--- src/sv/leb_pkg.sv ---
// Shared types and constants for the line edit buffer.
`timescale 1ns / 1ps

package leb_pkg;

  localparam int LINE_DEPTH_DEF = 32;

  localparam int CHAR_W = 8;
  localparam int CFG_IDX_W = 2;

  localparam logic [CFG_IDX_W-1:0] CFG_ERASE = 2'd0;
  localparam logic [CFG_IDX_W-1:0] CFG_KILL = 2'd1;
  localparam logic [CFG_IDX_W-1:0] CFG_END = 2'd2;

  localparam logic [CHAR_W-1:0] ERASE_RST = 8'd35;
  localparam logic [CHAR_W-1:0] KILL_RST = 8'd64;
  localparam logic [CHAR_W-1:0] END_RST = 8'd10;

  typedef enum logic [1:0] {
    ST_IDLE,
    ST_READ,
    ST_EMIT,
    ST_FINAL
  } state_t;

  // controller -> datapath
  typedef struct packed {
    logic take;       // input beat accepted this cycle
    logic mem_rd;     // read the store at the drain index
    logic load_data;  // move read data into the output register
    logic load_end;   // move the end character into the output register, clear the line
  } cmd_t;

  // datapath -> controller
  typedef struct packed {
    logic is_end;
    logic count_zero;
    logic rd_last;
    logic out_free;
  } status_t;

endpackage

--- src/sv/leb_ctrl.sv ---
// Sequencer for the line edit buffer: accepts characters and drains lines.
`timescale 1ns / 1ps

module leb_ctrl (
  input  logic             clk,
  input  logic             rst,
  input  logic             in_valid,
  output logic             in_stall,
  input  leb_pkg::status_t status,
  output leb_pkg::cmd_t    cmd
);

  leb_pkg::state_t state;
  leb_pkg::state_t state_next;

  always_ff @(posedge clk) begin
    if (rst) begin
      state <= leb_pkg::ST_IDLE;
    end else begin
      state <= state_next;
    end
  end

  always_comb begin
    state_next = state;
    cmd = '0;
    in_stall = 1'b1;
    case (state)
      leb_pkg::ST_IDLE: begin
        in_stall = 1'b0;
        if (in_valid) begin
          cmd.take = 1'b1;
          if (status.is_end) begin
            state_next = status.count_zero ? leb_pkg::ST_FINAL : leb_pkg::ST_READ;
          end
        end
      end
      leb_pkg::ST_READ: begin
        cmd.mem_rd = 1'b1;
        state_next = leb_pkg::ST_EMIT;
      end
      leb_pkg::ST_EMIT: begin
        // hold until the output register can take the beat
        if (status.out_free) begin
          cmd.load_data = 1'b1;
          state_next = status.rd_last ? leb_pkg::ST_FINAL : leb_pkg::ST_READ;
        end
      end
      leb_pkg::ST_FINAL: begin
        if (status.out_free) begin
          cmd.load_end = 1'b1;
          state_next = leb_pkg::ST_IDLE;
        end
      end
      default: begin
        state_next = leb_pkg::ST_IDLE;
      end
    endcase
  end

endmodule

--- src/sv/leb_datapath.sv ---
// Line store, fill count, drop flag, configuration and output register.
`timescale 1ns / 1ps

module leb_datapath #(
  parameter int LINE_DEPTH = leb_pkg::LINE_DEPTH_DEF
) (
  input  logic                           clk,
  input  logic                           rst,
  input  leb_pkg::cmd_t                  cmd,
  output leb_pkg::status_t               status,
  input  logic [leb_pkg::CHAR_W-1:0]     in_char,
  input  logic                           cfg_valid,
  input  logic [leb_pkg::CFG_IDX_W-1:0]  cfg_index,
  input  logic [leb_pkg::CHAR_W-1:0]     cfg_data,
  output logic                           out_valid,
  input  logic                           out_stall,
  output logic [leb_pkg::CHAR_W-1:0]     out_char,
  output logic                           last,
  output logic                           dropped
);

  localparam int CW = $clog2(LINE_DEPTH + 1);
  localparam int AW = (LINE_DEPTH > 1) ? $clog2(LINE_DEPTH) : 1;
  localparam logic [CW-1:0] FULL = CW'(LINE_DEPTH);

  logic [leb_pkg::CHAR_W-1:0] line_store [LINE_DEPTH];
  logic [leb_pkg::CHAR_W-1:0] rd_data;
  logic [leb_pkg::CHAR_W-1:0] end_hold;
  logic [leb_pkg::CHAR_W-1:0] erase_char;
  logic [leb_pkg::CHAR_W-1:0] kill_char;
  logic [leb_pkg::CHAR_W-1:0] end_char;
  logic [CW-1:0]              fill_count;
  logic                       drop_seen;
  logic [AW-1:0]              rd_idx;

  logic is_end;
  logic is_erase;
  logic is_kill;
  logic do_push;

  // priority: end, then erase, then kill
  assign is_end   = (in_char == end_char);
  assign is_erase = !is_end && (in_char == erase_char);
  assign is_kill  = !is_end && !is_erase && (in_char == kill_char);
  assign do_push  = cmd.take && !is_end && !is_erase && !is_kill && (fill_count < FULL);

  assign status.is_end     = is_end;
  assign status.count_zero = (fill_count == '0);
  assign status.rd_last    = ((CW'(rd_idx) + CW'(1)) == fill_count);
  assign status.out_free   = !out_valid || !out_stall;

  always_ff @(posedge clk) begin
    if (rst) begin
      erase_char <= leb_pkg::ERASE_RST;
      kill_char  <= leb_pkg::KILL_RST;
      end_char   <= leb_pkg::END_RST;
    end else if (cfg_valid) begin
      case (cfg_index)
        leb_pkg::CFG_ERASE: erase_char <= cfg_data;
        leb_pkg::CFG_KILL:  kill_char  <= cfg_data;
        leb_pkg::CFG_END:   end_char   <= cfg_data;
        default: ;
      endcase
    end
  end

  always_ff @(posedge clk) begin
    if (do_push) begin
      line_store[fill_count[AW-1:0]] <= in_char;
    end
    if (cmd.mem_rd) begin
      rd_data <= line_store[rd_idx];
    end
  end

  always_ff @(posedge clk) begin
    if (rst) begin
      fill_count <= '0;
      drop_seen  <= 1'b0;
      rd_idx     <= '0;
    end else begin
      if (cmd.take) begin
        if (is_end) begin
          rd_idx <= '0;
        end else if (is_erase) begin
          if (fill_count != '0) begin
            fill_count <= fill_count - CW'(1);
          end
        end else if (is_kill) begin
          fill_count <= '0;
        end else if (fill_count < FULL) begin
          fill_count <= fill_count + CW'(1);
        end else begin
          drop_seen <= 1'b1;
        end
      end
      if (cmd.load_data) begin
        rd_idx <= rd_idx + AW'(1);
      end
      if (cmd.load_end) begin
        fill_count <= '0;
        drop_seen  <= 1'b0;
      end
    end
  end

  always_ff @(posedge clk) begin
    if (cmd.take && is_end) begin
      end_hold <= in_char;
    end
  end

  // output register
  always_ff @(posedge clk) begin
    if (rst) begin
      out_valid <= 1'b0;
    end else if (cmd.load_data || cmd.load_end) begin
      out_valid <= 1'b1;
    end else if (!out_stall) begin
      out_valid <= 1'b0;
    end
  end

  always_ff @(posedge clk) begin
    if (cmd.load_data) begin
      out_char <= rd_data;
      last     <= 1'b0;
      dropped  <= 1'b0;
    end else if (cmd.load_end) begin
      out_char <= end_hold;
      last     <= 1'b1;
      dropped  <= drop_seen;
    end
  end

endmodule

--- src/sv/line_edit_buffer.sv ---
// Top level of the line edit buffer: controller plus datapath.
// Ordinary, erase and kill characters are taken in ST_IDLE; the next beat is taken at once.
// An end character with N stored characters is drained by one store read and
// one output load per character, then the end beat; output stalls hold the drain.
// Results appear in the cycle after their load, through the output register.
// Synchronous reset empties the line, clears the drop flag and restores the default codes.
`timescale 1ns / 1ps

module line_edit_buffer #(
  parameter int LINE_DEPTH = leb_pkg::LINE_DEPTH_DEF
) (
  input  logic                           clk,
  input  logic                           rst,
  input  logic                           in_valid,
  output logic                           in_stall,
  input  logic [leb_pkg::CHAR_W-1:0]     in_char,
  output logic                           out_valid,
  input  logic                           out_stall,
  output logic [leb_pkg::CHAR_W-1:0]     out_char,
  output logic                           last,
  output logic                           dropped,
  input  logic                           cfg_valid,
  output logic                           cfg_ready,
  input  logic [leb_pkg::CFG_IDX_W-1:0]  cfg_index,
  input  logic [leb_pkg::CHAR_W-1:0]     cfg_data
);

  leb_pkg::cmd_t    cmd;
  leb_pkg::status_t status;

  assign cfg_ready = 1'b1;

  leb_ctrl u_ctrl (
    .clk      (clk),
    .rst      (rst),
    .in_valid (in_valid),
    .in_stall (in_stall),
    .status   (status),
    .cmd      (cmd)
  );

  leb_datapath #(
    .LINE_DEPTH (LINE_DEPTH)
  ) u_datapath (
    .clk       (clk),
    .rst       (rst),
    .cmd       (cmd),
    .status    (status),
    .in_char   (in_char),
    .cfg_valid (cfg_valid),
    .cfg_index (cfg_index),
    .cfg_data  (cfg_data),
    .out_valid (out_valid),
    .out_stall (out_stall),
    .out_char  (out_char),
    .last      (last),
    .dropped   (dropped)
  );

endmodule

--- config.mk ---
export PLATFORM = sky130hd
export DESIGN_NAME = line_edit_buffer
export DESIGN_NICKNAME = d
export VERILOG_FILES = /design/src/sv/leb_pkg.sv /design/src/sv/leb_ctrl.sv /design/src/sv/leb_datapath.sv /design/src/sv/line_edit_buffer.sv
export SDC_FILE = /design/constraint.sdc
export NUM_CORES = 1
export LEC_CHECK = 0
export BUFFER_PORTS_ARGS = -buffer_cell sky130_fd_sc_hd__buf_4
export CORE_UTILIZATION = 46
export CTS_CLUSTER_DIAMETER = 120
export DETAILED_ROUTE_END_ITERATION = 6
export PLACE_DENSITY = 0.6
export SLEW_MARGIN = 15
export SYNTH_ARGS = -nofsm -noshare
export SYNTH_HDL_FRONTEND = slang
export SYNTH_SLANG_ARGS = --single-unit
--- constraint.sdc ---
create_clock -name clk -period 5.7 [get_ports clk]
set_clock_uncertainty 0.15 [all_clocks]
set_input_delay 0 -clock clk [delete_from_list [all_inputs] [get_ports clk]]
set_output_delay 0 -clock clk [all_outputs]
set_load 0.01 [all_outputs]
==> results.cfg, run 1 <==
[logic_synthesis]
synthFlopType = edfxtp_1
synth-seq-cells = 321
ys_async_sr_fraction_pct = 0
ys_seq_area_share_pct = 71.0
synth_cell_types = 53
synth_edf_count = 280
yosysWarningCount = 0
synth_fp_nets = 747
synthesis.area_um2 = 13000
syn_inst = 718
avgSynthCellArea_um2 = 18.1

[clock_tree]
clk_pin_slew_ps = 60
cts_tree = yes
cts_max_path_buffers = 3
numClockSinks = 321
ctsRootBufferMaster = clkbuf_16
insertion_delay_ps = 520
htreeDepth = 2
holdBufCountCts = 27
post_cts_buffers = 0
cts_buffers = 36
cts_resized = 0

[critical_path]
max_stage_delay_ps = 930
cp_top_family = multiplexers
critPathRequiredTime_ps = 5810
crit_chain = buf_4 > mux4_2 > mux4_2 > mux2_2
worstSetupPathType = flip-flop to flip-flop
crit_arrival_ps = 3360
cp_common_cell = mux4_2
path_buf_inv = 1
worst_setup_path_start_kind = flip-flop
endpoint_kind = flip-flop
cp_max_fo = 37
cpMaxStageDelayCell = dfxtp_2

[floorplan]
core-area_um2 = 27800
die_h_um = 170
initial_core_util_pct = 46.8
dieWidth_um = 170
io_pins = 36
std_cell_rows = 61
die_area_um2 = 28900

[drt]
routed_wl_mm = 28.8
drc = 0
dr.pass1.iters = 5
vias = 6678
drtIter0Drc = 482
ant_nets = 0
viasPerCell = 5.62
wl_per_cell_um = 24.2

[status]
status = completed

[timing]
setup_viol = 0
max_freq_ghz = 0.308
relSlewSlack_pct = 23.6
drv_slew = 0
setup-tns-final_ps = 0
fin_crit_ps = 3250
hold_slack_ps = 107
post-route-period-util_pct = 57.0
hold_violations = 0
fin_ws_ps = 2450
rsz0062_at_grt = no
worst_pin_slew_ps = 1140

[layout]
area_growth_pct = 15.4
nets = 814
drive_gt1_share_pct = 23.9
antenna_cells = 0
fin_cells = 1189

[power]
peakVddDrop_uv = 189
finalPower_w = 0.00501
p_per_area_nw_per_um2 = 334
leakagePower_nw = 4.86

[global_routing]
gr-total-overflow = 0
grt_max_degree = 38
grt_first_pass_wirelength_mm = 43.3
grt_antenna_before_repair = 0
grt.total_usage_pct = 20.8
grt_pass1_vias = 6906

[worst_hold_path]
hold_class = input port to flip-flop

[place]
io_buffer_count = 34
dp.cells = 1098
gp_congestion = 0.786
place_ws_ps = 2380
place_hpwl_mm = 17.8

[flow_run]
max-cap-violations = 0
cells in the mapped netlist, types with 3 or more instances:
cell	number	share of area (%)
buf_4	10	0.58
mux2i_1	18	1.4
mux4_2	80	14
edfxtp_1	280	65
mux2_2	8	0.69
dfxtp_1	41	6.3
nand3_1	11	0.42
nor2b_1	4	0.19
buf_1	3	0.087
a21oi_1	17	0.65
nand4_1	6	0.29
nor2_1	66	1.9
xnor2_1	25	1.7
nand3b_1	7	0.40
a211o_1	7	0.47
ha_1	6	0.58
nand2_1	35	1.0
xor2_1	12	0.81
o21ai_0	4	0.15
clkbuf_1	20	0.58
buf_2	3	0.12
and2_1	4	0.19
nor3_1	5	0.19
or3_1	3	0.14
inv_1	9	0.26
state kept, by name, indices dropped and copies added, names as in the netlist:
| name | flops |
|---|---|
| u_datapath.line_store | 256 |
| u_datapath.end_char | 8 |
| u_datapath.end_hold | 8 |
| u_datapath.erase_char | 8 |
| u_datapath.kill_char | 8 |
| u_datapath.out_char | 8 |
| u_datapath.rd_data | 8 |
| u_datapath.fill_count | 6 |
| u_datapath.rd_idx | 5 |
| u_ctrl.state | 2 |
| u_datapath.drop_seen | 1 |
| u_datapath.dropped | 1 |
| u_datapath.last | 1 |
| u_datapath.out_valid | 1 |
kinds of logic (layout without fill, tap and decap cells):
family          after synthesis  in the layout  synth area share (%)
mux                         106            106                  15.9
xor+xnor                     37             37                  2.49
other cells                   1              1                0.0288
simple gates                157            157                  5.87
buf+inv                      48            141                  1.76
fa+ha+maj                     6              6                 0.577
compound gates               42             42                  2.37
flops                       321            321                  71.0
stage by stage:
stage	area [um^2]	util, %
floorplan	13000	-
global placement	13600	48.9
detailed placement	13600	48.9
CTS	15000	54.0
global route	15000	54.0
finish	15000	54.0
worst register-to-register path: cells and delay by family, from the launching register on:
kind     cells  cell delay [ps]
mux          3             1270
flops        1              930
buf+inv      1              650
where the power goes:
| group | switching (W) | internal, W | total (W) | leakage [nW] |
|---|---|---|---|---|
| sequential | 0.0000193 | 0.00258 | 0.00260 | 2.86 |
| clock | 0.000889 | 0.00133 | 0.00222 | 0.569 |
| combinational | 0.000112 | 0.0000780 | 0.000190 | 1.43 |
cells in the final DEF, fill, tap and decap left out, types with 2 or more instances in the layout:
cell	n
and2_1	4
a221oi_2	2
nor4_1	2
a21o_1	2
nand3b_1	7
edfxtp_1	280
a211o_1	7
o21ai_0	4
nand3_1	11
dfxtp_2	2
ha_1	6
xnor2_1	25
clkinv_2	6
inv_1	9
nor2b_1	4
dlygate4sd3_1	27
dfxtp_1	38
mux2_2	8
clkbuf_16	38
nor3_1	5
xor2_1	12
nor2_1	66
mux4_2	80
clkbuf_1	8
or3_1	3
buf_4	39
nand2_1	35
clkinv_1	5
nand2b_1	2
nor3_2	2
mux2i_1	18
clkbuf_8	5
nand4_1	6
a21oi_1	17
a22oi_1	2
routing by layer:
metal	global-route usage, %	share of wire, %	vias to the layer above
li1	-	-	2955
met1	28.5	44	3534
met2	34.2	50	159
met3	4.07	4.9	30
met4	5.17	1.5	0
met5	0	0	-
final cells by class:
class                      count  area, um^2
clock inverter                13         100
sequential                   321        9240
clock buffer                  51        1050
fill                        2233       12800
inverter                      11        41.3
timing repair buffer          66         563
tap                          378         473
multi-input combinational    349        3550
final timing paths:
| path | start | endpoint | slack (ps) | cells past startpoint |
|---|---|---|---|---|
| max | u_datapath.rd_idx[1]$_SDFFE_PP0P_ | u_datapath.rd_data[3]$_DFFE_PP_ | 2450 | 4 |
| min | cfg_index[0] | u_datapath.end_char[3]$_SDFFE_PP1P_ | 110 | 3 |
| max reg2reg | u_datapath.rd_idx[1]$_SDFFE_PP0P_ | u_datapath.rd_data[3]$_DFFE_PP_ | 2450 | 4 |
| min reg2reg | u_datapath.dropped$_SDFFE_PP0P_ | u_datapath.dropped$_SDFFE_PP0P_ | 300 | 2 |
No activity file was read; power rests on OpenSTA's default activity.
==> run 2: changes to the inputs <==
==> constraint.sdc (replaced) <==
create_clock -name clk -period 3.4 [get_ports clk]
set_clock_uncertainty 0.15 [all_clocks]
set_input_delay 0 -clock clk [delete_from_list [all_inputs] [get_ports clk]]
set_output_delay 0 -clock clk [all_outputs]
set_load 0.01 [all_outputs]
==> run 2 against run 1 <==
  * Power increased by 63%
  * Setup slack got worse by 2100 ps
  * First-iteration DRC count rose by 21%
  * Routed wire length is 1.7% higher
  * Sequential power grew 67%
  * Sequential share of layout area decreased by 1.0 points
  * Hold slack improved by 36 ps
  * Final cell count rose by 3.0%
==> results.cfg, run 2 (same netlist as run 1, synthesis figures left out) <==
[worst_hold_path]
min_from = cfg_data[7]
hold_class = input port to flip-flop
holdPathEnd = u_datapath.kill_char[7]$_SDFFE_PP0P_
hold_path_depth = 4

[clock_tree]
htreeDepth = 2
ctsRootBufferMaster = clkbuf_16
post_cts_buffers = 0
insertion_delay_ps = 510
cts_buffers = 34
cts_resized = 0
cts_tree = yes
cts_max_path_buffers = 3
clk_pin_slew_ps = 60
numClockSinks = 321

[drt]
viasPerCell = 5.66
drc = 0
ant_nets = 0
wl_per_cell_um = 23.9
routed_wl_mm = 29.3
drtIter0Drc = 582
vias = 6935
dr.pass1.iters = 6

[layout]
largest_reg_flops = 256
mostFrequentLayoutCell = edfxtp_1
nets = 854
stdcell_area_um2 = 15300
antenna_cells = 0
drive_gt1_share_pct = 26.4
layout_common_cells = edfxtp_1 (280), mux4_2 (80), buf_4 (73), nor2_1 (66), dfxtp_1 (39)
area_growth_pct = 17.3

[critical_path]
rr_endpoint = u_datapath.line_store[15][3]$_DFFE_PP_
cpMaxStageDelayCell = nor2_1
cp_max_fo = 8
crit_arrival_ps = 3000
reg2reg_setup_slack_ps = 390
r2r_cells = 6
endpoint_kind = flip-flop
cp_top_family = simple AND/OR/NAND/NOR gates
critPathRequiredTime_ps = 3390
worst_setup_path_start_kind = flip-flop
worstSetupPathType = flip-flop to flip-flop
path_buf_inv = 0
max_stage_delay_ps = 770
r2r-start = u_datapath.end_char[1]$_SDFFE_PP1P_
crit_chain = xor2_1 > nor4_1 > and2_1 > nor4_4 > nand3_1 > nor2_1

[floorplan]
dieWidth_um = 170
initial_core_util_pct = 46.8
std_cell_rows = 61
die_h_um = 170
io_pins = 36
core-area_um2 = 27800
die_area_um2 = 28900

[place]
gp_congestion = 0.788
place_hpwl_mm = 19.1
place_ws_ps = 370
io_buffer_count = 34
dpl_cell_area_um2 = 13900

[timing]
setup_viol = 0
rsz0062_at_grt = no
fin_ws_ps = 388
drv_slew = 0
relSlewSlack_pct = 21.3
setup-tns-final_ps = 0
max_freq_ghz = 0.332
worst_pin_slew_ps = 1180
post-route-period-util_pct = 88.6
hold_violations = 0
fin_crit_ps = 3010

[power]
p_per_area_nw_per_um2 = 534
pwr-share-comb_pct = 4.3
leakagePower_nw = 5.02
power_switching_w = 0.00169
power_frac_clock_pct = 42.3
power.share.switching_pct = 20.7
peakVddDrop_uv = 299
p_int_w = 0.00646
seqPwrFrac_pct = 53.5
finalPower_w = 0.00814

[global_routing]
grt_pass1_vias = 7102
gr-total-overflow = 0
grt_first_pass_wirelength_mm = 43.7
grt_antenna_before_repair = 0
grt.total_usage_pct = 21.1
grt_max_degree = 70

[status]
status = completed

[flow_run]
max-cap-violations = 0
run 2: cell count changes in the layout (fill, tap and decap cells not counted), sizes merged:
cell / previous run / this run
buf: 39 / 77
clkbuf: 51 / 39
bufinv: 1 / 2
dlygate4sd3: 27 / 31
inv: 11 / 12
clkinv: 12 / 16
run 2: power by group through the flow:
stage / Clock, W / Sequential, W / Combinational (W)
finish: 0.00344 / 0.00435 / 0.000348
global route: 0.00364 / 0.00436 / 0.000377
CTS: 0.00349 / 0.00435 / 0.000352
detailed placement: 0 / 0.00444 / 0.000324
global placement: 0 / 0.00443 / 0.000314
floorplan: 0 / 0.00442 / 0.000179
run 2: through the flow:
step / hold slack (ps) / utilization [%] / std cells
6_report: 143 / 54.9 / 1225
5_1_grt: 166 / 54.9 / 1225
4_1_cts: 130 / 54.9 / 1225
3_5_place_dp: 84.7 / 50.1 / 1136
3_3_place_gp: 75.7 / 50.1 / 1136
2_1_floorplan: -51.1 / - / 718
run 2: final cells by class:
type	instances	area (um^2)
clock buffers	39	870
well taps	378	473
clock inverters	19	154
multi-input cells	349	3550
flip-flops and latches	321	9230
fillers	2184	12500
inverters	11	41.3
repair buffers	108	938
run 2: routing by layer:
layer  wire, um  part of all wire, %  global-route usage (%)  vias to the layer above
li1           -                    -                       -                     3041
met1      12300                   42                    28.6                     3593
met2      14200                   48                    34.1                      250
met3       1860                  6.3                    3.67                       51
met4        963                  3.3                    8.26                        0
met5          0                    0                       0                        -
run 2: timing repair:
action                                 4_1_cts  5_1_grt
endpoints found under the hold margin      309        0
hold buffers                                31        0
setup endpoints to repair                    0        0
run 2: worst min-delay path, cell delays in order:
cell and delay (ps):
dlygate4sd3_1 520, buf_4 110, mux2i_1 60, nor2_1 70
run 2: how the worst max path moves through the flow:
stage                                        startpoint  slack (ps)  depth (start not counted)                                      to
floorplan             u_datapath.rd_idx[1]$_SDFFE_PP0P_         970                          6         u_datapath.rd_data[0]$_DFFE_PP_
global placement    u_datapath.end_char[6]$_SDFFE_PP0P_         410                          6  u_datapath.line_store[11][4]$_DFFE_PP_
detailed placement  u_datapath.end_char[2]$_SDFFE_PP0P_         370                          6  u_datapath.line_store[15][1]$_DFFE_PP_
CTS                 u_datapath.end_char[2]$_SDFFE_PP0P_         380                          6  u_datapath.line_store[15][4]$_DFFE_PP_
global route        u_datapath.end_char[6]$_SDFFE_PP0P_         180                          6  u_datapath.line_store[15][3]$_DFFE_PP_
finish              u_datapath.end_char[1]$_SDFFE_PP1P_         390                          6  u_datapath.line_store[15][3]$_DFFE_PP_
==> run 3: changes to the inputs <==
--- a/config.mk
+++ b/config.mk
@@ -5,6 +5,7 @@
 export SDC_FILE = /design/constraint.sdc
 export NUM_CORES = 1
 export LEC_CHECK = 0
+export ABC_AREA = 1
 export BUFFER_PORTS_ARGS = -buffer_cell sky130_fd_sc_hd__buf_4
 export CORE_UTILIZATION = 46
 export CTS_CLUSTER_DIAMETER = 120
==> run 3 against run 2 <==
  * Power grew 4.2%
  * Fmax grew 13%
  * Global-route usage grew 2.5 points
  * Combinational power grew 24%
  * Largest cell class unchanged
  * Clock power grew 7.3%
  * Routed wire length grew 18%
  * Synthesized area grew 4.7%
  * Setup slack gained 350 ps
  * Register-to-register slack gained 480 ps
  * Sequential power is essentially flat
  * Utilization shrank 0.78 points
  * Final cell count grew 35%
==> results.cfg, run 3 <==
[clock_tree]
clk_pin_slew_ps = 60
cts_tree = yes
ctsRootBufferMaster = clkbuf_16
cts_max_path_buffers = 3
cts_resized = 0
insertion_delay_ps = 510
holdBufCountCts = 28
htreeDepth = 2
numClockSinks = 321
post_cts_buffers = 0
cts_buffers = 35

[drt]
vias = 9293
ant_nets = 0
dr.pass1.iters = 6
drc = 0
viasPerCell = 5.60
wl_per_cell_um = 20.9
drtIter0Drc = 1124
routed_wl_mm = 34.6

[global_routing]
grt_first_pass_wirelength_mm = 53.9
grt_pass1_vias = 9096
grt_antenna_before_repair = 0
gr-total-overflow = 0
grt.total_usage_pct = 23.6
grt_max_degree = 139

[critical_path]
critPathRequiredTime_ps = 3390
reg2reg_setup_slack_ps = 870
worst_setup_path_start_kind = input port
crit_arrival_ps = 2650
worstSetupPathType = input port to flip-flop
cp_max_fo = 37
rr_endpoint = u_datapath.rd_data[5]$_DFFE_PP_
r2r-start = u_datapath.rd_idx[1]$_SDFFE_PP0P_
endpoint_kind = flip-flop
r2r_cells = 7

[layout]
multiInputGateArea_um2 = 3770
fillCellCount = 2479
layout_common_cells = edfxtp_1 (280), nor2_1 (194), o21ai_0 (155), nand2_1 (146), inv_1 (61)
mostFrequentLayoutCell = edfxtp_1
largest_reg_flops = 256
drive_gt1_share_pct = 11.9
regArea_um2 = 9230
antenna_cells = 0
nets = 1278
fin_util_pct = 54.1
area_growth_pct = 15.1
fin_cells = 1658

[timing]
fin_ws_ps = 734
fin_crit_ps = 2670
drv_slew = 0
worst_pin_slew_ps = 1010
rsz0062_at_grt = no
setup_viol = 0
hold_violations = 0
setup-tns-final_ps = 0
post-route-period-util_pct = 78.4
relSlewSlack_pct = 32.6
max_freq_ghz = 0.375

[logic_synthesis]
yosysMostFrequentCell = edfxtp_1
yosysWarningCount = 0
synth_top_cell_by_area = edfxtp_1
synthesis.area_um2 = 13600
ys_seq_area_share_pct = 67.8
synthFlopType = edfxtp_1
synth_edf_count = 280
synth_cell_types = 41
ys_top_cells_by_area = edfxtp_1 (62%), dfxtp_1 (6.0%), o21ai_0 (5.7%)
ys_async_sr_fraction_pct = 0
avgSynthCellArea_um2 = 11.5
synth_fp_nets = 1216
syn_inst = 1187
synth_top_area_share_pct = 61.8
synth-seq-cells = 321
synth_common_cells = edfxtp_1 (280), nor2_1 (194), o21ai_0 (155)

[power]
p_int_w = 0.00668
power.share.switching_pct = 21.3
seqPwrFrac_pct = 51.5
pwr-share-comb_pct = 5.1
peakVddDrop_uv = 294
p_per_area_nw_per_um2 = 542
power_frac_clock_pct = 43.4
leakagePower_nw = 5.53
power_switching_w = 0.00181

[status]
status = completed

[floorplan]
core-area_um2 = 28900
io_pins = 36
std_cell_rows = 62
die_h_um = 174
initial_core_util_pct = 47.1
die_area_um2 = 30300
dieWidth_um = 174

[worst_hold_path]
min_from = in_char[4]
hold_class = input port to flip-flop
holdPathEnd = u_datapath.line_store[31][4]$_DFFE_PP_
hold_path_depth = 2

[place]
gp_congestion = 0.863
dp.cells = 1567
place_ws_ps = 714
io_buffer_count = 34
place_hpwl_mm = 21.5

[flow_run]
max-cap-violations = 0
-- run 3: per-stage QoR --
| stage | total power [W] | area, um^2 | hold WS (ps) |
|---|---|---|---|
| final | 0.00849 | 15700 | 29.0 |
| after global routing | 0.00876 | 15700 | 3.47 |
| after CTS | 0.00854 | 15700 | 3.09 |
| after global placement | 0.00486 | 14300 | 78.5 |
| after floorplan | 0.00468 | 13600 | -80.9 |
| after detailed placement | 0.00486 | 14300 | 80.2 |
-- run 3: worst max path at each step --
stage | startpoint | to | slack [ps] | cells after the start
after floorplan | u_datapath.end_char[3]$_SDFFE_PP1P_ | u_datapath.line_store[0][0]$_DFFE_PP_ | 1300 | 7
after global placement | in_char[6] | u_datapath.line_store[9][3]$_DFFE_PP_ | 750 | 10
after detailed placement | in_char[6] | u_datapath.line_store[1][6]$_DFFE_PP_ | 710 | 10
after CTS | in_char[6] | u_datapath.line_store[18][5]$_DFFE_PP_ | 730 | 11
after global routing | in_char[6] | u_datapath.line_store[25][4]$_DFFE_PP_ | 570 | 11
final | in_char[6] | u_datapath.line_store[1][3]$_DFFE_PP_ | 730 | 11
-- run 3: cells by family after synthesis --
| family | Yosys count | share of synthesized area [%] |
|---|---|---|
| buffers and inverters | 137 | 4.51 |
| XOR/XNOR | 14 | 0.901 |
| flip-flops | 321 | 67.8 |
| AO/OA/AOI/OAI | 274 | 11.9 |
| AND/OR/NAND/NOR | 434 | 14.3 |
| other | 1 | 0.0275 |
| adder cells (fa/ha/maj) | 6 | 0.551 |
-- run 3: area by class of cell --
| class | count | share of cell area, % |
|---|---|---|
| flip-flops and latches | 321 | 58.9 |
| multi-input cells | 729 | 24.1 |
| clock buffers | 46 | 6.32 |
| repair buffers | 85 | 4.70 |
| well taps | 384 | 3.07 |
| inverters | 77 | 2.09 |
| clock inverters | 16 | 0.799 |
-- run 3: critical path, stage by stage --
cell           delay [ps]
dlygate4sd3_1         520
buf_4                 430
xnor2_1               200
nand2_2                80
nor2_4                100
nand2_4               110
nand2_4               150
nand2_4               100
inv_8                  90
nand4_4               220
nor2_1                620
-- run 3: routing by layer --
layer  global-route usage [%]  part of all wire, %
met1                     32.0                   43
met2                     38.5                   47
met3                     4.35                  7.4
met4                     7.53                  2.6
met5                        0                    0
-- run 3: power groups by stage --
stage	Clock, W	Combinational (W)	Sequential (W)
after floorplan	0	0.000235	0.00444
after global placement	0	0.000411	0.00445
after detailed placement	0	0.000411	0.00445
after CTS	0.00374	0.000435	0.00437
after global routing	0.00391	0.000478	0.00437
final	0.00369	0.000433	0.00437
